### src/cmap4_pkg.sv
`timescale 1ns / 1ps
// ----------------------------------------------------------------------------
// cmap4_pkg: shared types and constants for the format-4 glyph lookup
// Sizes, opcode and state encodings, and the token that walks the cell row.
// ----------------------------------------------------------------------------
package cmap4_pkg;

   localparam int MAX_SEGMENTS = 64;
   localparam int GLYPH_WORDS  = 1024;

   localparam int ACT_W   = 2;
   localparam int INDEX_W = 10;
   localparam int CODE_W  = 16;
   localparam int CP_W    = 21;
   localparam int CFG_W   = 7;

   localparam int SEG_W   = (MAX_SEGMENTS > 1) ? $clog2(MAX_SEGMENTS) : 1;
   localparam int CNT_W   = $clog2(MAX_SEGMENTS + 1);
   localparam int WADDR_W = (GLYPH_WORDS > 1) ? $clog2(GLYPH_WORDS) : 1;
   // half offset + segment + code distance stays below 2**(CODE_W+2)
   localparam int WIDX_W  = CODE_W + 3;

   localparam logic [CODE_W-1:0] MAX_CODE = 16'hFFFF;

   typedef enum logic [ACT_W-1:0] {
      ACT_SEGMENT = 2'd0,
      ACT_WORD    = 2'd1,
      ACT_LOOKUP  = 2'd2
   } action_type;

   typedef enum logic [1:0] {
      ST_IDLE,
      ST_SCAN,
      ST_CALC,
      ST_READ
   } state_type;

   typedef enum logic [1:0] {
      RES_ZERO,
      RES_DIRECT,
      RES_TABLE,
      RES_BAD
   } result_type;

   typedef struct packed {
      logic              valid;
      logic              over;
      logic              found;
      logic [CODE_W-1:0] code;
      logic [SEG_W-1:0]  seg;
      logic [CODE_W-1:0] start;
      logic [CODE_W-1:0] delta;
      logic [CODE_W-1:0] rng;
   } token_type;

   typedef struct packed {
      logic              en;
      logic [SEG_W-1:0]  idx;
      logic [CODE_W-1:0] end_code;
      logic [CODE_W-1:0] start_code;
      logic [CODE_W-1:0] delta;
      logic [CODE_W-1:0] rng;
   } seg_write_type;

endpackage

### src/cmap4_cell.sv
`timescale 1ns / 1ps
// ----------------------------------------------------------------------------
// cmap4_cell: one segment of the scan row
// Holds one segment entry and claims the passing token on the first match.
// ----------------------------------------------------------------------------
module cmap4_cell (
   input  logic                           clock,
   input  logic                           reset,
   input  logic [cmap4_pkg::SEG_W-1:0]    cell_id,
   input  logic [cmap4_pkg::CNT_W-1:0]    live_count,
   input  cmap4_pkg::seg_write_type       seg_wr,
   input  cmap4_pkg::token_type           tok_i,
   output cmap4_pkg::token_type           tok_o
);
   import cmap4_pkg::*;

   logic [CODE_W-1:0] end_ff;
   logic [CODE_W-1:0] start_ff;
   logic [CODE_W-1:0] delta_ff;
   logic [CODE_W-1:0] rng_ff;
   token_type         tok_ff;
   token_type         tok_in;
   logic              active;
   logic              hit;

   assign active = (CNT_W'(cell_id) < live_count);

   always_comb begin
      hit    = tok_i.valid && !tok_i.found && !tok_i.over && active &&
               (end_ff >= tok_i.code);
      tok_in = tok_i;
      if (hit) begin
         tok_in.found = 1'b1;
         tok_in.seg   = cell_id;
         tok_in.start = start_ff;
         tok_in.delta = delta_ff;
         tok_in.rng   = rng_ff;
      end
   end

   always_ff @(posedge clock) begin
      if (seg_wr.en && (seg_wr.idx == cell_id)) begin
         end_ff   <= seg_wr.end_code;
         start_ff <= seg_wr.start_code;
         delta_ff <= seg_wr.delta;
         rng_ff   <= seg_wr.rng;
      end
   end

   // advance the token one cell per cycle
   always_ff @(posedge clock) begin
      if (reset) begin
         tok_ff <= '0;
      end else begin
         tok_ff <= tok_in;
      end
   end

   assign tok_o = tok_ff;
endmodule

### config.mk
export PLATFORM = sky130hd
export DESIGN_NAME = cmap4_cell
export DESIGN_NICKNAME = d
export VERILOG_FILES = /design/src/cmap4_pkg.sv /design/src/cmap4_cell.sv
export SDC_FILE = /design/constraint.sdc
export NUM_CORES = 1
export LEC_CHECK = 0
export BUFFER_PORTS_ARGS = -buffer_cell sky130_fd_sc_hd__buf_4
export CAP_MARGIN = 10
export CORE_ASPECT_RATIO = 1.5
export CORE_UTILIZATION = 46
export DETAILED_ROUTE_END_ITERATION = 7
export PLACE_DENSITY = 0.73
export SYNTH_ARGS = -nofsm -noshare
export SYNTH_HDL_FRONTEND = slang
export SYNTH_SLANG_ARGS = --single-unit
### constraint.sdc
create_clock -name clock -period 12.66 [get_ports clock]
set_input_delay 1.266 -clock clock [delete_from_list [all_inputs] [get_ports clock]]
set_output_delay 1.266 -clock clock [all_outputs]
set_load 0.005 [all_outputs]
==> metrics.txt <==
CTS Sinks around 140; Overall Power between 1 and 1.5 mW; layout cells sized above 1 0.371; Yosys top cell area share 0.322; sequential area share after synthesis 0.567; Fin. Hold Viols 0; RSZ-0062 raised after global routing false; Initial DRT Pass Iterations 5; DRC 0; global route total overflow 0; FP Rows 50; CP Cell Sequence buf_4 > ha_1 > a211oi_1 > o31ai_1 > a21o_2 > nand2_1 > a31oi_1; switching share of power 0.232; complex-gate fraction of the synthesized area 0.151; final wirelength between 15 and 20 mm; post-route ant nets 0; Buf/Inv on CP 1; Fin Clk Skew roughly 9.4 ps; status complete, no violations; Worst-path clk slew about 60 ps; final period utilization 0.281; Clk network pwr share 0.436; pin count of the biggest net entering global routing 102; Post-synth EDFFs 64; slowest stage delay, CP around 860 ps; cell taking the most area after synthesis edfxtp_1; Hold Path Class register to register; Gate power share 0.121; ys flop type dfxtp_1; multiplexer share of the synthesized area 0.0143; Syn Area/Cell 11.3 µm²; Synth Net Count between 700 and 800; slew at the pin with the worst max-slew slack about 1100 ps; startpoint type of the worst setup path primary input; Cell Int Power around 0.85 mW; initial antenna violation count 0; Cell variety after synth 41; H-tree lvl count 4; Top Family by Delay on Critical Path compound AO/OA/AOI/OAI gates; combinational family with the most area after synthesis simple AND/OR/NAND/NOR gates; synth-to-layout area growth 39.1%; Post-CTS Hold Buffers 0; max cap viols 0; DP HPWL 11.0 mm; asr flop ratio synth 0; Post-Synth Adder-Cell Area 0.0440; share of power burned in registers 0.443; CP endpoint kind register; I/O Buffers around 230; die span in x ~95 µm; fillers 967; simple-gate share of the synthesized area 0.157; aggregate global-route resource usage 0.242; die area around 13,000 µm²; Post-CTS Repair Setup Buffers 0; count leader, synth dfxtp_1; final non-filler cell area 8300 µm²; Slowest-stage cell, CP o31ai_1; crit-path max FO 50; top post-synthesis cells by count dfxtp_1 (73), edfxtp_1 (64), nand2_1 (57); # diodes 0; critical path arrival 3870 ps; drt wl/cell around 18 µm; CP required 12,970 ps; Synth Cell Area around 6000 µm²; drt first-iter violations 344; Via density between 5 and 6; fin. max-slew vios 0; maximum clock insertion buffer count 2; Peak supply drop 0.0930 mV; Placement Cell Area about 7700 µm²; fmax 0.281 GHz; Synth Register Bits 137; CTS resizes 0; Clock Tree Root clkbuf_16; CTS tree built; setup TNS 0 ps; Initial Util 0.475; WS Path Type primary input to register; Sw Pwr roughly 0.26 mW; Core Area between 10,000 and 15,000 µm²; Worst-Skew Late Latency 410 ps; Synth area leaders edfxtp_1 (32%), dfxtp_1 (24%), or4b_1 (8.4%); XOR/XNOR share of the synthesized area 0.00881; Final min period ~3600 ps; Top Ports 232; Post-Synthesis Cells 530; routability cong. roughly 0.83; Yosys warning count 0; CTS Buf Count 17; nets@finish 916; relative slew slack 0.243; vias in the first global route a little over 5,000; DIE HEIGHT between 100 and 150 µm; # setup viols final 0; first-pass GRT wire length roughly 25 mm; Leakage Power roughly 3.6 nW; pwr/cell area approximately 130 nW/µm²; DR vias approximately 5,000
==> layout by cell type, fill, tap and decap left out, drive strengths merged, types with 5 or more instances in the layout <==
| master | Yosys | layout |
|---|---|---|
| or4b | 50 | 50 |
| edfxtp | 64 | 64 |
| nand3 | 6 | 6 |
| nand2 | 57 | 57 |
| o211ai | 50 | 50 |
| nand4 | 5 | 5 |
| dfxtp | 73 | 73 |
| clkbuf | 34 | 19 |
| nor2 | 20 | 20 |
| a31oi | 54 | 54 |
| buf | 14 | 235 |
| a211oi | 5 | 5 |
| a21oi | 7 | 7 |
| inv | 30 | 35 |
| ha | 21 | 21 |
==> power by group through the flow <==
stage               Clock, mW  Combinational [mW]  Sequential, mW
finish                  0.482               0.134           0.490
global route            0.511               0.146           0.491
CTS                     0.489               0.135           0.489
detailed placement          0               0.134           0.499
global placement            0               0.129           0.499
floorplan                   0              0.0516           0.500
==> stage by stage <==
stage | hold WS, ps | setup WS, ps | util | instances
2_1_floorplan | 518 | 4410 | - | 530
3_3_place_gp | 528 | 8860 | 0.614 | 873
3_5_place_dp | 533 | 8710 | 0.614 | 873
4_1_cts | 550 | 9130 | 0.660 | 905
5_1_grt | 585 | 8980 | 0.660 | 905
6_report | 549 | 9100 | 0.660 | 905
==> worst register-to-register path: stages (launching register included) <==
cell	delay, ps
edfxtp_1	380
ha_1	330
nand2_1	120
o21ai_4	160
buf_4	460
a31o_2	960
o211ai_1	190
a31oi_1	240
==> cells by family (layout without fill, tap and decap cells) <==
kind of cell,Yosys count,after routing
AO/OA/AOI/OAI,131,131
XOR/XNOR,6,6
adder cells (fa/ha/maj),21,21
buffers and inverters,78,297
flip-flops,137,137
multiplexers,8,8
AND/OR/NAND/NOR,149,149
==> flip-flops by register name, indices dropped and copies added, names as in the netlist <==
name and count:
tok_o 73, start_ff 16, rng_ff 16, delta_ff 16
end_ff 16
==> worst paths after layout <==
check,startpoint,end,slack (ps),depth (start not counted)
setup / recovery,cell_id[4],tok_o[30],9100,7
hold / removal,start_ff[6],tok_o[38],550,2
setup reg to reg,end_ff[15],tok_o[30],9730,7
hold reg to reg,start_ff[6],tok_o[38],550,2
==> layout make-up <==
class | instances | area [µm²] | share of cell area
Inverter | 30 | 113 | 0.0136
Tap cell | 156 | 195 | 0.0235
Multi-Input combinational cell | 315 | 2270 | 0.274
Sequential cell | 137 | 3380 | 0.408
Timing Repair Buffer | 235 | 1760 | 0.213
Clock inverter | 13 | 143 | 0.0172
Clock buffer | 19 | 433 | 0.0521
==> layer usage <==
| metal | wire [µm] | global-route usage | up-vias |
|---|---|---|---|
| met5 | 0 | 0 | - |
| met4 | 646 | 0.129 | 0 |
| met3 | 912 | 0.0472 | 41 |
| met2 | 8690 | 0.426 | 239 |
| met1 | 5860 | 0.270 | 2392 |
| li1 | - | - | 2435 |
(Power assumes the default switching activity.)
